<file path="config.mk">
export PLATFORM = sky130hd
export DESIGN_NAME = box_kernel_ellipsoid_test_unit
export DESIGN_NICKNAME = d
export VERILOG_FILES = /design/src/rtl/bket_pkg.sv /design/src/rtl/bket_ctrl.sv /design/src/rtl/bket_datapath.sv /design/src/rtl/box_kernel_ellipsoid_test_unit.sv
export SDC_FILE = /design/constraint.sdc
export NUM_CORES = 2
export LEC_CHECK = 0
export BUFFER_PORTS_ARGS = -buffer_cell sky130_fd_sc_hd__clkbuf_2
export CAP_MARGIN = 10
export CORE_MARGIN = 2
export CORE_UTILIZATION = 45
export CTS_CLUSTER_DIAMETER = 30
export DETAILED_ROUTE_END_ITERATION = 10
export PLACE_DENSITY = 0.75
export SYNTH_ARGS = -nofsm -noshare
export SYNTH_HDL_FRONTEND = slang
export SYNTH_HIERARCHICAL = 1
export SYNTH_SLANG_ARGS = --single-unit
</file>
<file path="constraint.sdc">
create_clock -name clk -period 8.2 [get_ports clk]
set_clock_uncertainty 0.2 [all_clocks]
set_input_delay 0.41 -clock clk [delete_from_list [all_inputs] [get_ports clk]]
set_output_delay 0.41 -clock clk [all_outputs]
set_load 0.02 [all_outputs]
</file>
<file path="src/rtl/bket_pkg.sv">
// Shared types and constants for the box kernel ellipsoid test unit.
`default_nettype none
package bket_pkg;

	localparam int BW_W          = 32;
	localparam int KF_W          = 32;
	localparam int ACC_W         = 32;
	localparam int ACC_FRAC      = 24;
	localparam int QUOT_INT_BITS = 4;
	localparam int QUOT_BITS     = QUOT_INT_BITS + ACC_FRAC;
	localparam int SQ_W          = 2 * QUOT_BITS;
	localparam int DIV_STEPS     = QUOT_BITS;
	localparam int DIV_CNT_W     = $clog2(DIV_STEPS);
	localparam int CFG_IDX_W     = 8;

	localparam logic [ACC_W-1:0] ACC_ONE   = 32'h0100_0000;
	localparam logic [ACC_W-1:0] ACC_MAX   = 32'hFFFF_FFFF;
	localparam logic [KF_W-1:0]  KF_RESET  = 32'h0001_0000;

	localparam logic [CFG_IDX_W-1:0] REG_KERNEL_FACTOR = 8'd0;
	localparam logic [CFG_IDX_W-1:0] REG_BOUNDARY      = 8'd1;

	typedef struct packed {
		logic load_in;
		logic mul;
		logic prep;
		logic chk;
		logic div_step;
		logic sqr;
		logic acc;
		logic out_load;
	} cmd_t;

	typedef struct packed {
		logic sel;
		logic last;
		logic sat;
		logic out_valid;
		logic out_ready;
	} status_t;

endpackage
`default_nettype wire

</file>
<file path="src/rtl/bket_ctrl.sv">
// Controller state machine sequencing one dimension through the datapath.
`default_nettype none
module bket_ctrl (
	input  wire logic               clk,
	input  wire logic               arst_n,
	input  wire logic               s_tvalid,
	output logic                    s_tready,
	input  wire bket_pkg::status_t  sts,
	output bket_pkg::cmd_t          cmd
);

	localparam logic [2:0] S_IDLE = 3'd0;
	localparam logic [2:0] S_MUL  = 3'd1;
	localparam logic [2:0] S_PREP = 3'd2;
	localparam logic [2:0] S_CHK  = 3'd3;
	localparam logic [2:0] S_DIV  = 3'd4;
	localparam logic [2:0] S_SQR  = 3'd5;
	localparam logic [2:0] S_ACC  = 3'd6;
	localparam logic [2:0] S_DONE = 3'd7;

	localparam logic [bket_pkg::DIV_CNT_W-1:0] CNT_LAST =
		bket_pkg::DIV_CNT_W'(bket_pkg::DIV_STEPS - 1);

	logic [2:0]                     state_q, state_d;
	logic [bket_pkg::DIV_CNT_W-1:0] cnt_q;
	logic                           out_free;

	assign s_tready = (state_q == S_IDLE);
	assign out_free = !sts.out_valid || sts.out_ready;

	always_comb begin
		cmd      = '0;
		state_d  = state_q;
		case (state_q)
			S_IDLE: begin
				if (s_tvalid) begin
					cmd.load_in = 1'b1;
					state_d     = S_MUL;
				end
			end
			S_MUL: begin
				cmd.mul = 1'b1;
				if (sts.sel) state_d = S_PREP;
				else if (sts.last) state_d = S_DONE;
				else state_d = S_IDLE;
			end
			S_PREP: begin
				cmd.prep = 1'b1;
				state_d  = S_CHK;
			end
			S_CHK: begin
				cmd.chk = 1'b1;
				state_d = sts.sat ? S_ACC : S_DIV;
			end
			S_DIV: begin
				cmd.div_step = 1'b1;
				if (cnt_q == CNT_LAST) state_d = S_SQR;
			end
			S_SQR: begin
				cmd.sqr = 1'b1;
				state_d = S_ACC;
			end
			S_ACC: begin
				cmd.acc = 1'b1;
				state_d = sts.last ? S_DONE : S_IDLE;
			end
			S_DONE: begin
				if (out_free) begin
					cmd.out_load = 1'b1;
					state_d      = S_IDLE;
				end
			end
			default: state_d = S_IDLE;
		endcase
	end

	always_ff @(posedge clk or negedge arst_n) begin
		if (!arst_n) begin
			state_q <= S_IDLE;
			cnt_q   <= '0;
		end else begin
			state_q <= state_d;
			if (state_q == S_DIV) cnt_q <= cnt_q + 1'b1;
			else cnt_q <= '0;
		end
	end

	a_cmd_onehot: assert property (@(posedge clk) disable iff (!arst_n)
		$onehot0(cmd))
		else $error("more than one datapath command at once");

	a_out_no_overwrite: assert property (@(posedge clk) disable iff (!arst_n)
		cmd.out_load |-> out_free)
		else $error("result loaded over a pending beat");

	a_div_count: assert property (@(posedge clk) disable iff (!arst_n)
		(state_q == S_DIV) |-> (cnt_q <= CNT_LAST))
		else $error("division step counter overran");

	a_div_to_sqr: assert property (@(posedge clk) disable iff (!arst_n)
		(state_q == S_DIV && cnt_q == CNT_LAST) |=> (state_q == S_SQR))
		else $error("division did not end after its last step");

	a_done_idle: assert property (@(posedge clk) disable iff (!arst_n)
		cmd.out_load |=> (state_q == S_IDLE && s_tready))
		else $error("not ready after result load");

endmodule
`default_nettype wire

</file>
<file path="src/rtl/bket_datapath.sv">
// Datapath: offset magnitude, scaled bandwidth, radix-2 division, square, accumulate.
`default_nettype none
module bket_datapath #(
	parameter int COORD_WIDTH = 32,
	parameter int FRAC_BITS   = 16
) (
	input  wire logic                            clk,
	input  wire logic                            arst_n,
	input  wire bket_pkg::cmd_t                  cmd,
	output bket_pkg::status_t                    sts,
	input  wire logic [COORD_WIDTH-1:0]          point_coord,
	input  wire logic [COORD_WIDTH-1:0]          center_coord,
	input  wire logic [bket_pkg::BW_W-1:0]       bandwidth,
	input  wire logic                            selected,
	input  wire logic                            last_dim,
	input  wire logic                            cfg_valid,
	input  wire logic [bket_pkg::CFG_IDX_W-1:0]  cfg_index,
	input  wire logic [bket_pkg::KF_W-1:0]       cfg_data,
	output logic                                 out_valid,
	input  wire logic                            out_ready,
	output logic                                 inside_res,
	output logic [bket_pkg::ACC_W-1:0]           dist_squared
);

	localparam int MAG_W  = COORD_WIDTH + 1;
	localparam int PROD_W = bket_pkg::BW_W + bket_pkg::KF_W;
	localparam int S_W    = PROD_W - FRAC_BITS;
	localparam int D_W    = S_W + bket_pkg::QUOT_INT_BITS;
	localparam int R_W    = D_W + 1;
	localparam int CMP_W  = (MAG_W > D_W) ? MAG_W : D_W;
	localparam int QB     = bket_pkg::QUOT_BITS;

	logic [bket_pkg::KF_W-1:0]  kf_q;
	logic                       incl_q;
	logic [MAG_W-1:0]           mag_q;
	logic [bket_pkg::BW_W-1:0]  bw_q;
	logic                       sel_q, last_q, sat_q;
	logic [PROD_W-1:0]          prod_q;
	logic [S_W-1:0]             div_q;
	logic [R_W-1:0]             r_q;
	logic [QB-1:0]              quot_q;
	logic [bket_pkg::SQ_W-1:0]  sq_q;
	logic [bket_pkg::ACC_W-1:0] acc_q;
	logic                       out_valid_q, inside_q;
	logic [bket_pkg::ACC_W-1:0] dist_q;

	logic [MAG_W-1:0]           diff_c, mag_c;
	logic [S_W-1:0]             s_c;
	logic [D_W-1:0]             dshift_c;
	logic                       sat_c;
	logic [R_W-1:0]             r2_c, dext_c;
	logic                       ge_c;
	logic [bket_pkg::ACC_W-1:0] term_c;
	logic [bket_pkg::ACC_W:0]   sum_c;

	assign diff_c   = {point_coord[COORD_WIDTH-1], point_coord}
	                - {center_coord[COORD_WIDTH-1], center_coord};
	assign mag_c    = diff_c[MAG_W-1] ? (~diff_c + 1'b1) : diff_c;
	assign s_c      = prod_q[PROD_W-1:FRAC_BITS];
	assign dshift_c = {div_q, {bket_pkg::QUOT_INT_BITS{1'b0}}};
	assign sat_c    = (CMP_W'(mag_q) >= CMP_W'(dshift_c));
	assign r2_c     = {r_q[R_W-2:0], 1'b0};
	assign dext_c   = {1'b0, dshift_c};
	assign ge_c     = (r2_c >= dext_c);
	assign term_c   = sat_q ? bket_pkg::ACC_MAX
	                        : sq_q[bket_pkg::SQ_W-1:bket_pkg::ACC_FRAC];
	assign sum_c    = {1'b0, acc_q} + {1'b0, term_c};

	always_ff @(posedge clk or negedge arst_n) begin
		if (!arst_n) begin
			kf_q        <= bket_pkg::KF_RESET;
			incl_q      <= 1'b0;
			acc_q       <= '0;
			out_valid_q <= 1'b0;
			sel_q       <= 1'b0;
			last_q      <= 1'b0;
		end else begin
			if (cfg_valid) begin
				case (cfg_index)
					bket_pkg::REG_KERNEL_FACTOR: kf_q <= cfg_data;
					bket_pkg::REG_BOUNDARY:      incl_q <= cfg_data[0];
					default: ;
				endcase
			end
			if (cmd.load_in) begin
				sel_q  <= selected;
				last_q <= last_dim;
			end
			if (cmd.acc) acc_q <= sum_c[bket_pkg::ACC_W] ? bket_pkg::ACC_MAX
			                                             : sum_c[bket_pkg::ACC_W-1:0];
			else if (cmd.out_load) acc_q <= '0;
			if (cmd.out_load) out_valid_q <= 1'b1;
			else if (out_ready) out_valid_q <= 1'b0;
		end
	end

	always_ff @(posedge clk) begin
		if (cmd.load_in) begin
			mag_q <= mag_c;
			bw_q  <= bandwidth;
		end
		if (cmd.mul) prod_q <= PROD_W'(bw_q) * PROD_W'(kf_q);
		if (cmd.prep) div_q <= (s_c == '0) ? S_W'(1) : s_c;
		if (cmd.chk) begin
			sat_q  <= sat_c;
			r_q    <= R_W'(mag_q);
			quot_q <= '0;
		end
		if (cmd.div_step) begin
			r_q    <= ge_c ? (r2_c - dext_c) : r2_c;
			quot_q <= {quot_q[QB-2:0], ge_c};
		end
		if (cmd.sqr) sq_q <= bket_pkg::SQ_W'(quot_q) * bket_pkg::SQ_W'(quot_q);
		if (cmd.out_load) begin
			dist_q   <= acc_q;
			inside_q <= incl_q ? (acc_q < bket_pkg::ACC_ONE) : (acc_q <= bket_pkg::ACC_ONE);
		end
	end

	assign sts.sel       = sel_q;
	assign sts.last      = last_q;
	assign sts.sat       = sat_c;
	assign sts.out_valid = out_valid_q;
	assign sts.out_ready = out_ready;

	assign out_valid    = out_valid_q;
	assign inside_res   = inside_q;
	assign dist_squared = dist_q;

endmodule
`default_nettype wire

</file>
<file path="src/rtl/box_kernel_ellipsoid_test_unit.sv">
// Top level of the box kernel ellipsoid test unit: stream ports, controller and datapath.
// A selected dimension runs multiply, prepare, check, 28 radix-2 division steps, square
// and accumulate before the next input beat is taken; a term that saturates skips the
// division loop and the square; an unselected dimension runs only the multiply step.
// A last dimension loads its result once the output is free; the beat is valid next cycle.
// Reset (arst_n low) clears the accumulator and control; kernel_factor returns to 1.0.
`default_nettype none
module box_kernel_ellipsoid_test_unit #(
	parameter int COORD_WIDTH = 32,
	parameter int FRAC_BITS   = 16
) (
	input  wire logic                            clk,
	input  wire logic                            arst_n,
	input  wire logic                            s_tvalid,
	output logic                                 s_tready,
	// point_coord, center_coord, bandwidth, zero fill
	input  wire logic [((2*COORD_WIDTH+bket_pkg::BW_W+7)/8)*8-1:0] s_tdata,
	// selected
	input  wire logic                            s_tuser,
	input  wire logic                            s_tlast,
	output logic                                 m_tvalid,
	input  wire logic                            m_tready,
	// dist_squared
	output logic [bket_pkg::ACC_W-1:0]           m_tdata,
	// inside_res
	output logic                                 m_tuser,
	input  wire logic                            cfg_valid,
	output logic                                 cfg_ready,
	input  wire logic [bket_pkg::CFG_IDX_W-1:0]  cfg_index,
	input  wire logic [bket_pkg::KF_W-1:0]       cfg_data
);

	localparam int IN_W      = 2 * COORD_WIDTH + bket_pkg::BW_W;

	bket_pkg::cmd_t    cmd;
	bket_pkg::status_t sts;

	assign cfg_ready = 1'b1;

	bket_ctrl u_ctrl (
		.clk      (clk),
		.arst_n   (arst_n),
		.s_tvalid (s_tvalid),
		.s_tready (s_tready),
		.sts      (sts),
		.cmd      (cmd)
	);

	bket_datapath #(
		.COORD_WIDTH (COORD_WIDTH),
		.FRAC_BITS   (FRAC_BITS)
	) u_datapath (
		.clk          (clk),
		.arst_n       (arst_n),
		.cmd          (cmd),
		.sts          (sts),
		.point_coord  (s_tdata[COORD_WIDTH-1:0]),
		.center_coord (s_tdata[2*COORD_WIDTH-1:COORD_WIDTH]),
		.bandwidth    (s_tdata[IN_W-1:2*COORD_WIDTH]),
		.selected     (s_tuser),
		.last_dim     (s_tlast),
		.cfg_valid    (cfg_valid),
		.cfg_index    (cfg_index),
		.cfg_data     (cfg_data),
		.out_valid    (m_tvalid),
		.out_ready    (m_tready),
		.inside_res   (m_tuser),
		.dist_squared (m_tdata)
	);

endmodule
`default_nettype wire

</file>
==> metrics <==
Die Span Y 414 µm; Worst R2R Path Depth 25; Site Rows 150; Nets 10383; number of flops mapped to enable cells by yosys 307; worst skew pair latency 660 ps; CTS Buffer Depth 3; DRT Pass-1 Iters 6; buffers added on ports 177; Area Overhead vs Synth 11.2%; Fmax achieved 125 MHz; ys async rst share 0.198; top-count cell post-synth inv_1; area fraction in compound gates after synthesis 0.0665; Placeable Area 167000 µm²; HPWL after DPL 163 mm; Post-synth top cells 1816 x inv_1, 1498 x fa_1, 783 x nand2_1, 759 x and2_1, 613 x ha_1; Yosys top cell area share 0.396; hold_ws 92.0 ps; status completed; total vias in the final route 55021; initial DRC count 3842; initial core utilization 0.453; Critical Path AT 8210 ps; Synth Area in Adders 0.497; Worst-path clk slew 50 ps; drt drc 0; RR Endpoint u_datapath/prod_q[59]$_DFFE_PP_; # setup viols final 0; final wirelength 199 mm; MaxCap Viol Count 0; Avg Inst Size Synth 9.58 µm²; Distinct cells, synth 96; Worst setup startpoint u_datapath/bw_q[18]$_DFFE_PP_; largest area contributor in the synthesized netlist fa_1; CP Max Fanout 8; final hold vios 0; largest family of logic cells by synthesized area adder cells; Area contributors post-synth fa_1 40%, edfxtp_1 12%, ha_1 10%, inv_1 9.0%, and2_1 6.3%; sequential-to-total area share from yosys stat 0.147; post-synth net total 10156; Worst-Margin Slew 1050 ps; Worst Path Required 8410 ps; DIE WIDTH 414 µm; final weighted congestion in routability-driven placement 0.947; die area 172000 µm²; CTS buffer count 86; largest net degree at the start of global routing 67; crit path launch type flip-flop; total negative setup slack 0 ps; global-route wire length before repair 322 mm; # diodes 0; synthesized flop and latch total 383; Crit Path Category flip-flop to flip-flop; Tcrit/Tclk final 0.977; Synth Cell Area 75700 µm²; Critical Path End u_datapath/prod_q[59]$_DFFE_PP_; vias per cell 5.29; cell count after synthesis 7902; DP Cell Count 10150; GRT Overall Usage 0.235; initial antenna violation count 1; io pins 179; Simple-Gate Fraction of Synth Area 0.142; type of the tightest min-delay check input pin to asynchronous set/reset pin; Finished Layout Cells 10405; Final Critical Period 8010 ps; Routed wire per std cell 19.1 µm; most frequently used flop master after synthesis edfxtp_1; Final Max Tran Viols 0; mux contribution to synthesized area 0.0106; vias in the first global route 60321; Slew headroom 0.296; worst flop-to-flop path startpoint u_datapath/bw_q[18]$_DFFE_PP_; DRT antenna net count 0; root buf cell clkbuf_16; CP Capture Type flip-flop; Post-Synth XOR/XNOR Area 0.0259; H-tree Lvls 3; r2r setup slk 190 ps; GR Overflow Total 0; CTS Sinks 383; CTS tree built; layout cells sized above 1 0.0927; Ys Warns 6; RSZ-0062 raised after global routing yes
==> stage by stage <==
| step | area [µm²] | util | worst slack [ps] |
|---|---|---|---|
| CTS | 83900 | 0.502 | 18.0 |
| floorplan | 75700 | - | 501 |
| global route | 84200 | 0.504 | -22.3 |
| detailed placement | 80200 | 0.480 | -321 |
| finish | 84200 | 0.504 | 192 |
| global placement | 80200 | 0.480 | -216 |
==> state kept, by name, indices dropped and copies added, names as in the netlist, 3 cells and up <==
name,flops
u_ctrl/state_q,3
u_ctrl/cnt_q,5
u_datapath/acc_q,32
u_datapath/quot_q,28
u_datapath/dist_squared,32
u_datapath/r_q,52
u_datapath/kf_q,32
u_datapath/prod_q,48
u_datapath/bw_q,32
u_datapath/mag_q,33
u_datapath/div_q,48
u_datapath/sq_q,32
==> cell families after synthesis <==
| group | Yosys count |
|---|---|
| buffers and inverters | 2213 |
| adder cells (fa/ha/maj) | 2111 |
| AND/OR/NAND/NOR | 2104 |
| AO/OA/AOI/OAI | 791 |
| flip-flops | 383 |
| XOR/XNOR | 224 |
| multiplexers | 75 |
| other | 1 |
==> layer usage <==
| metal | wire length [µm] | track usage |
|---|---|---|
| met1 | 80700 | 0.303 |
| met2 | 95300 | 0.395 |
| met3 | 14400 | 0.0403 |
| met4 | 8290 | 0.0870 |
| met5 | 0 | 0 |
==> layout by cell type, fill, tap and decap left out, types with 38 or more instances in the layout <==
master,netlist,layout
nor2_1,186,182
a21oi_1,245,241
nand3_1,44,44
edfxtp_1,307,307
nand2b_1,50,50
xnor2_1,148,148
and2_1,759,759
buf_4,9,253
o21ai_0,180,177
dlygate4sd3_1,0,70
or2_2,44,43
fa_1,1498,1497
mux2_2,41,41
nand4_1,47,47
a21o_1,113,113
xor2_1,76,76
dfrtp_1,75,67
nor2b_1,39,38
clkbuf_16,0,89
nand2_1,783,783
inv_1,1816,1815
ha_1,613,613
clkbuf_2,0,177
==> worst min-delay path by stage <==
stage	from	end	depth (start not counted)
after floorplan	arst_n	u_ctrl/cnt_q[0]$_DFF_PN0_	0
after global placement	u_datapath/prod_q[35]$_DFFE_PP_	u_datapath/div_q[19]$_SDFFCE_PN0P_	0
after detailed placement	u_datapath/prod_q[44]$_DFFE_PP_	u_datapath/div_q[28]$_SDFFCE_PN0P_	0
after CTS	arst_n	u_datapath/kf_q[8]$_DFFE_PN0P_	2
after global routing	arst_n	u_datapath/kf_q[8]$_DFFE_PN0P_	2
final	arst_n	u_datapath/kf_q[8]$_DFFE_PN0P_	2
==> what timing repair did <==
| action | CTS | global route |
|---|---|---|
| setup buffers | 0 | 23 |
| endpoints found under the setup margin | 4 | 38 |
| pin swaps | 0 | 15 |
| hold buffers | 70 | 0 |
| resized for setup | 2 | 30 |
| gates cloned | 0 | 2 |
| endpoints found under the hold margin | 100 | 0 |
==> layout make-up <==
| class | count | area [µm²] |
|---|---|---|
| clock buffers | 100 | 2250 |
| clock inverters | 60 | 733 |
| fillers | 14817 | 83000 |
| inverters | 1818 | 6820 |
| multi-input cells | 5306 | 56400 |
| flip-flops and latches | 383 | 11100 |
| well taps | 2204 | 2760 |
| repair buffers | 534 | 4160 |
==> worst max-delay path, cell delays in order, from the launching register on <==
cell      delay, ps
edfxtp_1        420
buf_4           170
buf_4           160
and2_1          170
fa_1            530
inv_1            50
fa_1            500
fa_1            450
fa_1            550
inv_1            60
fa_1            500
fa_1            580
fa_1            430
fa_1            460
ha_1            330
a21o_1          180
a21o_1          170
a21oi_1         280
nor2_1           90
a211oi_2        240
o31a_1          340
o41a_1          300
o21ai_1         120
a21oi_2         170
o21bai_1        130
xor2_1          160
Power is left out: the tool's default activity adds up to more than one toggle a clock period on the data nets, which glitch-free logic cannot reach.
